**src/rtl/tplm_pkg.sv**
```systemverilog
// Package for the three-phase line monitor: widths, register indexes,
// lane and result structs. Used by every module in rtl/.
package tplm_pkg;

   localparam int WINDOW_SAMPLES = 4;
   localparam int ADC_BITS       = 10;
   localparam int ADC_W          = 10;
   localparam int NUM_LINES      = 4;
   localparam int LEVEL_W        = 12;
   localparam int POS_W          = $clog2(WINDOW_SAMPLES + 1);
   localparam int THR_W          = 7;
   localparam int INTERVAL_W     = 16;
   localparam int CSR_DATA_W     = 16;
   localparam int CSR_INDEX_W    = 2;
   localparam int PHASE_W        = 2;

   localparam logic [LEVEL_W-1:0] LEVEL_MAX = '1;

   localparam logic [CSR_INDEX_W-1:0] CSR_THRESHOLD       = 2'd0;
   localparam logic [CSR_INDEX_W-1:0] CSR_SAMPLE_INTERVAL = 2'd1;
   localparam logic [CSR_INDEX_W-1:0] CSR_CHANGE_INTERVAL = 2'd2;

   localparam logic [PHASE_W-1:0] PHASE_R = 2'd0;
   localparam logic [PHASE_W-1:0] PHASE_S = 2'd1;
   localparam logic [PHASE_W-1:0] PHASE_T = 2'd2;

   localparam logic [THR_W-1:0]        THRESHOLD_RESET       = 7'd10;
   localparam logic [INTERVAL_W-1:0]   SAMPLE_INTERVAL_RESET = 16'd100;
   localparam logic [INTERVAL_W-1:0]   CHANGE_INTERVAL_RESET = 16'd1000;

   // what one lane has gathered over the current window
   typedef struct packed {
      logic               present;
      logic [LEVEL_W-1:0] sum;
   } lane_type;

   typedef struct packed {
      logic [NUM_LINES-1:0] line_status;
      logic [LEVEL_W-1:0]   level_r;
      logic [LEVEL_W-1:0]   level_s;
      logic [LEVEL_W-1:0]   level_t;
      logic [LEVEL_W-1:0]   level_g;
      logic [PHASE_W-1:0]   chosen_phase;
      logic                 status_changed;
      logic                 phase_switched;
      logic                 mains_ok;
      logic                 abnormal_mix;
      logic                 generator_start;
   } result_type;

   // per-tick events decided by the timers
   typedef struct packed {
      logic store;
      logic first;
      logic combine;
      logic reselect;
   } event_type;

endpackage

```
**src/rtl/tplm_lane.sv**
```systemverilog
// One line's window accumulator: ORs the presence bits and adds the
// readings of each stored set. Depends on tplm_pkg.
module tplm_lane
   import tplm_pkg::*;
(
   input  logic             clock,
   input  logic             reset,
   input  logic             accept,
   input  event_type        evt,
   input  logic             present,
   input  logic [ADC_W-1:0] adc,
   output lane_type         lane
);

   logic               present_ff, present_in;
   logic [LEVEL_W-1:0] sum_ff, sum_in;
   logic [LEVEL_W:0]   base;
   logic [LEVEL_W:0]   wide;
   logic [LEVEL_W:0]   reading;

   always_comb begin
      reading    = (LEVEL_W + 1)'(adc[ADC_BITS-1:0]);
      base       = evt.first ? '0 : {1'b0, sum_ff};
      wide       = base + reading;
      present_in = present_ff;
      sum_in     = sum_ff;
      if (accept && evt.store) begin
         present_in = present | (present_ff & ~evt.first);
         // saturate: all terms are nonnegative, so clamping early is exact
         sum_in     = (wide > {1'b0, LEVEL_MAX}) ? LEVEL_MAX : wide[LEVEL_W-1:0];
      end
   end

   always_ff @(posedge clock) begin
      if (reset) begin
         present_ff <= 1'b1;
         sum_ff     <= '0;
      end else begin
         present_ff <= present_in;
         sum_ff     <= sum_in;
      end
   end

   assign lane.present = present_ff;
   assign lane.sum     = sum_ff;

endmodule

```
**src/rtl/tplm_merge.sv**
```systemverilog
// Merge stage: takes the four lanes' window results on a combine event,
// holds line status and levels, reselects the feeding phase and builds
// the result word. Depends on tplm_pkg.
module tplm_merge
   import tplm_pkg::*;
(
   input  logic                 clock,
   input  logic                 reset,
   input  logic                 accept,
   input  event_type            evt,
   input  logic [THR_W-1:0]     threshold,
   input  lane_type             lanes [NUM_LINES],
   output result_type           result
);

   logic [NUM_LINES-1:0] status_ff, status_in;
   logic [LEVEL_W-1:0]   level_ff [NUM_LINES];
   logic [LEVEL_W-1:0]   level_in [NUM_LINES];
   logic [PHASE_W-1:0]   phase_ff, phase_in;
   logic [NUM_LINES-1:0] gathered;
   logic [PHASE_W-1:0]   pick;
   logic [2:0]           mains;

   // level a times (100 - p) against level b times 100, signed
   function automatic logic beats(input logic [LEVEL_W-1:0] a,
                                  input logic [LEVEL_W-1:0] b,
                                  input logic [THR_W-1:0]   p);
      logic signed [8:0]  margin;
      logic signed [21:0] a_s, m_s, b_s, lhs, rhs;
      margin = 9'sd100 - $signed({2'b00, p});
      a_s    = $signed({10'b0, a});
      m_s    = {{13{margin[8]}}, margin};
      b_s    = $signed({10'b0, b});
      lhs    = a_s * m_s;
      rhs    = b_s * 22'sd100;
      return lhs > rhs;
   endfunction

   always_comb begin
      for (int i = 0; i < NUM_LINES; i++) begin
         gathered[i] = lanes[i].present;
         level_in[i] = (accept && evt.combine) ? lanes[i].sum : level_ff[i];
      end
      status_in = (accept && evt.combine) ? gathered : status_ff;

      if (beats(level_in[0], level_in[1], threshold))
         pick = beats(level_in[2], level_in[0], threshold) ? PHASE_T : PHASE_R;
      else
         pick = beats(level_in[2], level_in[1], threshold) ? PHASE_T : PHASE_S;
      phase_in = (accept && evt.reselect) ? pick : phase_ff;

      mains                  = status_in[2:0];
      result.line_status     = status_in;
      result.level_r         = level_in[0];
      result.level_s         = level_in[1];
      result.level_t         = level_in[2];
      result.level_g         = level_in[3];
      result.chosen_phase    = phase_in;
      result.status_changed  = evt.combine && (gathered != status_ff);
      result.phase_switched  = evt.reselect && (pick != phase_ff);
      result.mains_ok        = (mains == 3'b111);
      result.abnormal_mix    = (mains != 3'b111) && (mains != 3'b000);
      result.generator_start = (mains != 3'b111) && !status_in[3];
   end

   always_ff @(posedge clock) begin
      if (reset) begin
         status_ff <= '1;
         phase_ff  <= PHASE_R;
         for (int i = 0; i < NUM_LINES; i++)
            level_ff[i] <= '0;
      end else begin
         status_ff <= status_in;
         phase_ff  <= phase_in;
         for (int i = 0; i < NUM_LINES; i++)
            level_ff[i] <= level_in[i];
      end
   end

endmodule

```
**src/rtl/three_phase_line_monitor_core.sv**
```systemverilog
// Top level of the three-phase line monitor: timers, window position,
// configuration registers, four lanes, merge stage and output register.
// Depends on tplm_pkg, tplm_lane and tplm_merge.
//
// Each accepted word is one time tick and yields exactly one result word
// in the next cycle. A new tick is taken every cycle while the result
// register is empty or being drained, so the block sustains one tick per
// clock; the only stall comes from rsp_ready held low. Four lanes keep a
// running OR and saturating sum of each line's stored samples, so a window
// combine and the phase reselection that follows it complete within the
// same tick. Configuration is written through csr_write_en/csr_index/
// csr_wdata (0 threshold percent, 1 sample interval, 2 change interval)
// and must only be changed while no result is pending.
module three_phase_line_monitor_core
   import tplm_pkg::*;
(
   input  logic                   clock,
   input  logic                   reset,

   input  logic                   csr_write_en,
   input  logic [CSR_INDEX_W-1:0] csr_index,
   input  logic [CSR_DATA_W-1:0]  csr_wdata,

   input  logic                   req_valid,
   output logic                   req_ready,
   input  logic                   req_present_r,
   input  logic                   req_present_s,
   input  logic                   req_present_t,
   input  logic                   req_present_g,
   input  logic [ADC_W-1:0]       req_adc_r,
   input  logic [ADC_W-1:0]       req_adc_s,
   input  logic [ADC_W-1:0]       req_adc_t,
   input  logic [ADC_W-1:0]       req_adc_g,

   output logic                   rsp_valid,
   input  logic                   rsp_ready,
   output logic [NUM_LINES-1:0]   rsp_line_status,
   output logic [LEVEL_W-1:0]     rsp_level_r,
   output logic [LEVEL_W-1:0]     rsp_level_s,
   output logic [LEVEL_W-1:0]     rsp_level_t,
   output logic [LEVEL_W-1:0]     rsp_level_g,
   output logic [PHASE_W-1:0]     rsp_chosen_phase,
   output logic                   rsp_status_changed,
   output logic                   rsp_phase_switched,
   output logic                   rsp_mains_ok,
   output logic                   rsp_abnormal_mix,
   output logic                   rsp_generator_start
);

   logic [THR_W-1:0]      threshold_ff, threshold_in;
   logic [INTERVAL_W-1:0] sample_interval_ff, sample_interval_in;
   logic [INTERVAL_W-1:0] change_interval_ff, change_interval_in;
   logic [INTERVAL_W-1:0] sample_count_ff, sample_count_in;
   logic [INTERVAL_W-1:0] change_count_ff, change_count_in;
   logic [POS_W-1:0]      pos_ff, pos_in;
   logic                  rsp_valid_ff, rsp_valid_in;
   result_type            rsp_ff, rsp_in;

   logic                  accept;
   logic                  sample_fire;
   logic                  change_fire;
   event_type             evt;
   lane_type              lanes [NUM_LINES];
   logic [NUM_LINES-1:0]  present;
   logic [ADC_W-1:0]      adc [NUM_LINES];

   assign req_ready = !rsp_valid_ff || rsp_ready;
   assign accept    = req_valid && req_ready;

   assign present = {req_present_g, req_present_t, req_present_s, req_present_r};
   assign adc[0]  = req_adc_r;
   assign adc[1]  = req_adc_s;
   assign adc[2]  = req_adc_t;
   assign adc[3]  = req_adc_g;

   always_comb begin
      sample_fire  = (sample_count_ff >= sample_interval_ff);
      change_fire  = (change_count_ff >= change_interval_ff);
      evt.store    = sample_fire && (pos_ff != POS_W'(WINDOW_SAMPLES));
      evt.first    = (pos_ff == '0);
      evt.combine  = sample_fire && (pos_ff == POS_W'(WINDOW_SAMPLES));
      evt.reselect = change_fire;

      sample_count_in = sample_count_ff;
      change_count_in = change_count_ff;
      pos_in          = pos_ff;
      if (accept) begin
         sample_count_in = sample_fire ? '0 : sample_count_ff + 1'b1;
         change_count_in = change_fire ? '0 : change_count_ff + 1'b1;
         if (evt.combine)
            pos_in = '0;
         else if (evt.store)
            pos_in = pos_ff + 1'b1;
      end

      threshold_in       = threshold_ff;
      sample_interval_in = sample_interval_ff;
      change_interval_in = change_interval_ff;
      if (csr_write_en) begin
         case (csr_index)
            CSR_THRESHOLD:       threshold_in       = csr_wdata[THR_W-1:0];
            CSR_SAMPLE_INTERVAL: sample_interval_in = csr_wdata[INTERVAL_W-1:0];
            CSR_CHANGE_INTERVAL: change_interval_in = csr_wdata[INTERVAL_W-1:0];
            default: ;
         endcase
      end

      // hold the result word until it is taken
      rsp_valid_in = accept ? 1'b1 : (rsp_valid_ff && !rsp_ready);
   end

   for (genvar g = 0; g < NUM_LINES; g++) begin : g_lane
      tplm_lane u_lane (
         .clock   (clock),
         .reset   (reset),
         .accept  (accept),
         .evt     (evt),
         .present (present[g]),
         .adc     (adc[g]),
         .lane    (lanes[g])
      );
   end

   tplm_merge u_merge (
      .clock     (clock),
      .reset     (reset),
      .accept    (accept),
      .evt       (evt),
      .threshold (threshold_ff),
      .lanes     (lanes),
      .result    (rsp_in)
   );

   always_ff @(posedge clock) begin
      if (reset) begin
         threshold_ff       <= THRESHOLD_RESET;
         sample_interval_ff <= SAMPLE_INTERVAL_RESET;
         change_interval_ff <= CHANGE_INTERVAL_RESET;
         sample_count_ff    <= '0;
         change_count_ff    <= '0;
         pos_ff             <= '0;
         rsp_valid_ff       <= 1'b0;
      end else begin
         threshold_ff       <= threshold_in;
         sample_interval_ff <= sample_interval_in;
         change_interval_ff <= change_interval_in;
         sample_count_ff    <= sample_count_in;
         change_count_ff    <= change_count_in;
         pos_ff             <= pos_in;
         rsp_valid_ff       <= rsp_valid_in;
      end
   end

   always_ff @(posedge clock) begin
      if (accept)
         rsp_ff <= rsp_in;
   end

   assign rsp_valid           = rsp_valid_ff;
   assign rsp_line_status     = rsp_ff.line_status;
   assign rsp_level_r         = rsp_ff.level_r;
   assign rsp_level_s         = rsp_ff.level_s;
   assign rsp_level_t         = rsp_ff.level_t;
   assign rsp_level_g         = rsp_ff.level_g;
   assign rsp_chosen_phase    = rsp_ff.chosen_phase;
   assign rsp_status_changed  = rsp_ff.status_changed;
   assign rsp_phase_switched  = rsp_ff.phase_switched;
   assign rsp_mains_ok        = rsp_ff.mains_ok;
   assign rsp_abnormal_mix    = rsp_ff.abnormal_mix;
   assign rsp_generator_start = rsp_ff.generator_start;

endmodule

```
**config.mk**
```make
export PLATFORM = sky130hd
export DESIGN_NAME = three_phase_line_monitor_core
export DESIGN_NICKNAME = d
export VERILOG_FILES = /design/src/rtl/tplm_pkg.sv /design/src/rtl/tplm_lane.sv /design/src/rtl/tplm_merge.sv /design/src/rtl/three_phase_line_monitor_core.sv
export SDC_FILE = /design/constraint.sdc
export NUM_CORES = 1
export LEC_CHECK = 0
export BUFFER_PORTS_ARGS = -buffer_cell sky130_fd_sc_hd__clkbuf_2
export CORE_MARGIN = 5
export CORE_UTILIZATION = 45
export CTS_BUF_LIST = sky130_fd_sc_hd__clkbuf_4 sky130_fd_sc_hd__clkbuf_8
export DETAILED_ROUTE_END_ITERATION = 8
export HOLD_SLACK_MARGIN = 0.03
export MAX_ROUTING_LAYER = met4
export PLACE_DENSITY = 0.59
export SETUP_SLACK_MARGIN = 0.3
export SYNTH_ARGS = -nofsm -noshare
export SYNTH_HDL_FRONTEND = slang
export SYNTH_SLANG_ARGS = --single-unit
```
**constraint.sdc**
```tcl
create_clock -name clock -period 9.6 [get_ports clock]
set_clock_uncertainty 0.05 [all_clocks]
set_input_delay 0.96 -clock clock [delete_from_list [all_inputs] [get_ports clock]]
set_output_delay 0.96 -clock clock [all_outputs]
set_load 0.05 [all_outputs]
```
==> results_dict.tcl <==
set metrics [dict create \
    p_per_area_nw_per_um2 97.6 \
    rows 79 \
    grt_max_degree 69 \
    ff2ff_path_depth 36 \
    seq_area_frac_synth_pct 25.7 \
    timing.fmax_mhz 114 \
    clkPwrFrac_pct 45.5 \
    cp-end-kind "register" \
    coreArea_um2 46400 \
    hp-class "reg -> reg" \
    intPower_uw 1700 \
    drc 0 \
    io_pins 128 \
    finalWirelength_um 56200 \
    initialDrtViolationCount 818 \
    wl_per_cell_um 17.8 \
    syn_nets 2879 \
    gp_congestion 0.934 \
    die_x_um 226 \
    yosys_warnings 0 \
    fill_cells 4408 \
    numCtsBuffers 44 \
    drtPass1Iterations 5 \
    portBuffers 127 \
    synth_edf_count 59 \
    antenna_found_initial 2 \
    path_clk_slew_ns 0.06 \
    grt_overflow 0 \
    initial_utilization_pct 45.3 \
    multiInputGateArea_um2 14100 \
    synthCells 2364 \
    clock-root-buffer "clkbuf_8" \
    area_growth_pct 12.0 \
    p_sw_share_pct 26.1 \
    vias 16600 \
    criticalPathCategory "reg -> reg" \
    min_period_ns 8.79 \
    fin_crit_sh_pct 91.5 \
    die_y_um 226 \
    slowest_delay_ns 0.58 \
    crit_required_ns 9.89 \
    crit_fanout 39 \
    synth_ff_type "dfxtp_1" \
    tightest_slew_ns 1.13 \
    cts_tree "built" \
    drv_cap 0 \
    cts_setup_buffers 0 \
    slew_headroom_pct 23.9 \
    ys_types 64 \
    critPathLaunchType "register" \
    ff_latch_area_um2 5400 \
    rsz0062_at_grt "false" \
    p_seq_share_pct 46.4 \
    crit_path_top_delay_cell "fa_1" \
    clk_path_buf_depth 3 \
    arrival_ns 9.08 \
    grt_pass1_wl_um 89300 \
    nets 3027 \
    setup_tns_ns 0 \
    ys_ff_latch 240 \
    switchingPower_uw 598 \
    grt_pass1_vias 16500 \
    netlist_area_um2 21000 \
    dp_hpwl_um 43800 \
    drtAntennaViolNets 0 \
    syn_area_per_cell_um2 8.88 \
    insertion_delay_ns 0.60 \
    report.final.slew_viol_count 0 \
    hold_depth 2 \
    htree_levels 2 \
    layout-drive-gt1-share_pct 11.4 \
    finalHoldViolations 0 \
    comb_power_share_pct 8.1 \
    setup_violations 0 \
    vias_per_cell 5.26 \
    peakVddDrop_mv 0.0904 \
    p_leak_uw 0.0118 \
    track_usage_pct 22.7 \
    setup_ws_ns 0.814 \
    clock-sinks 240 \
    status "complete, no violations" \
    pre_cts_slack_ns 0.596 \
    dieArea_um2 51100 \
    async_reset_ff_share_pct 0 \
]
## cells by family after synthesis
family / count (synthesis) / synth area share [%]
AO/OA/AOI/OAI: 384 / 11.8
XOR/XNOR: 123 / 5.13
adder cells (fa/ha/maj): 449 / 31.7
buffers and inverters: 427 / 7.63
flip-flops: 240 / 25.7
multiplexers: 57 / 2.85
AND/OR/NAND/NOR: 684 / 15.2
## routing by layer
layer	up-vias	routed length [µm]	GRT usage, %
met2	370	25900	36.3
met1	7974	25700	29.7
met3	102	2830	3.64
li1	8162	-	-
met4	0	1800	7.10
met5	-	0	-
## area by class of cell
type	count	share of cell area, %
repair buffers	163	3.92
clock inverters	6	0.176
inverters	366	5.88
flip-flops and latches	240	22.9
diodes	3	0.0319
clock buffers	75	3.83
well taps	607	3.23
multi-input cells	1697	60.0
## final timing paths
check / slack, ns / from / endpoint
worst min register to register: 0.40 / sample_interval_ff[10] / sample_interval_ff[10]
worst min-delay path: 0.40 / sample_interval_ff[10] / sample_interval_ff[10]
worst max-delay path: 0.81 / sample_count_ff[0] / rsp_chosen_phase[1]
worst max register to register: 0.81 / sample_count_ff[0] / rsp_chosen_phase[1]
## placed cells by master (no fill, tap or decap), types with 59 or more instances in the layout
| master | netlist | layout |
|---|---|---|
| inv_1 | 363 | 362 |
| and2_1 | 76 | 76 |
| xnor2_1 | 63 | 63 |
| nand2_1 | 148 | 148 |
| nor2_1 | 277 | 276 |
| edfxtp_1 | 59 | 59 |
| clkbuf_2 | 0 | 126 |
| dfxtp_1 | 181 | 181 |
| a21oi_1 | 148 | 147 |
| fa_1 | 140 | 140 |
| ha_1 | 308 | 308 |
| xor2_1 | 60 | 60 |
## sequential cells by signal, indices dropped and copies added (netlist names)
register	flops
change_count_ff	16
change_interval_ff	16
g_lane.u_lane.present_ff	4
g_lane.u_lane.sum_ff	48
pos_ff	3
rsp_abnormal_mix	1
rsp_chosen_phase	2
rsp_generator_start	1
rsp_level_g	12
rsp_level_r	12
rsp_level_s	12
rsp_level_t	12
rsp_line_status	4
rsp_mains_ok	1
rsp_phase_switched	1
rsp_status_changed	1
rsp_valid	1
sample_count_ff	16
sample_interval_ff	16
threshold_ff	7
u_merge.level_ff	48
u_merge.phase_ff	2
u_merge.status_ff	4
## power by group through the flow
stage / clock, µW / sequential, µW / combinational (µW)
floorplan: 0 / 1120 / 80.3
global placement: 0 / 1090 / 185
detailed placement: 0 / 1090 / 187
CTS: 1080 / 1070 / 188
global route: 1130 / 1070 / 202
finish: 1040 / 1070 / 187
## critical path: cells and delay by family, from the launching register on
family / cells / cell delay [ns]
xor gates and xnor gates: 1 / 0.17
AOI/OAI and AO/OA: 13 / 2.60
adders and majority gates: 8 / 3.23
muxes: 1 / 0.23
and+or+nand+nor: 7 / 1.03
DFF: 1 / 0.43
buffers and inverters: 6 / 0.80
## synthesized netlist by cell type, drive strengths merged, types with 29 or more instances
| cell | number | area share [%] |
|---|---|---|
| mux2i | 35 | 1.7 |
| nand3 | 38 | 0.91 |
| nand2 | 148 | 2.6 |
| and2 | 76 | 2.3 |
| xnor2 | 63 | 2.6 |
| a211oi | 29 | 1.0 |
| edfxtp | 59 | 8.4 |
| xor2 | 60 | 2.5 |
| dfxtp | 181 | 17 |
| o21ai | 55 | 1.3 |
| ha | 308 | 18 |
| fa | 140 | 13 |
| inv | 364 | 6.5 |
| a21oi | 148 | 3.5 |
| nor2 | 277 | 5.0 |
| clkbuf | 57 | 1.0 |
| a21o | 40 | 1.4 |
## metrics by stage
step | power [µW] | hold WS [ns] | instance area (µm²) | util, % | cells
after global placement | 1270 | 0.394 | 22500 | 48.5 | 3073
after CTS | 2330 | 0.406 | 23400 | 50.5 | 3154
after global routing | 2390 | 0.428 | 23500 | 50.7 | 3156
after detailed placement | 1270 | 0.398 | 22500 | 48.5 | 3073
after floorplan | 1200 | 0.386 | 21000 | - | 2364
final | 2300 | 0.404 | 23500 | 50.7 | 3157
## timing repair
| action | in CTS | in global routing |
|---|---|---|
| hold buffers | 0 | 0 |
| endpoints found under the setup margin | 0 | 5 |
| gates resized for setup | 0 | 17 |
Power figures use the tool's default switching activity.
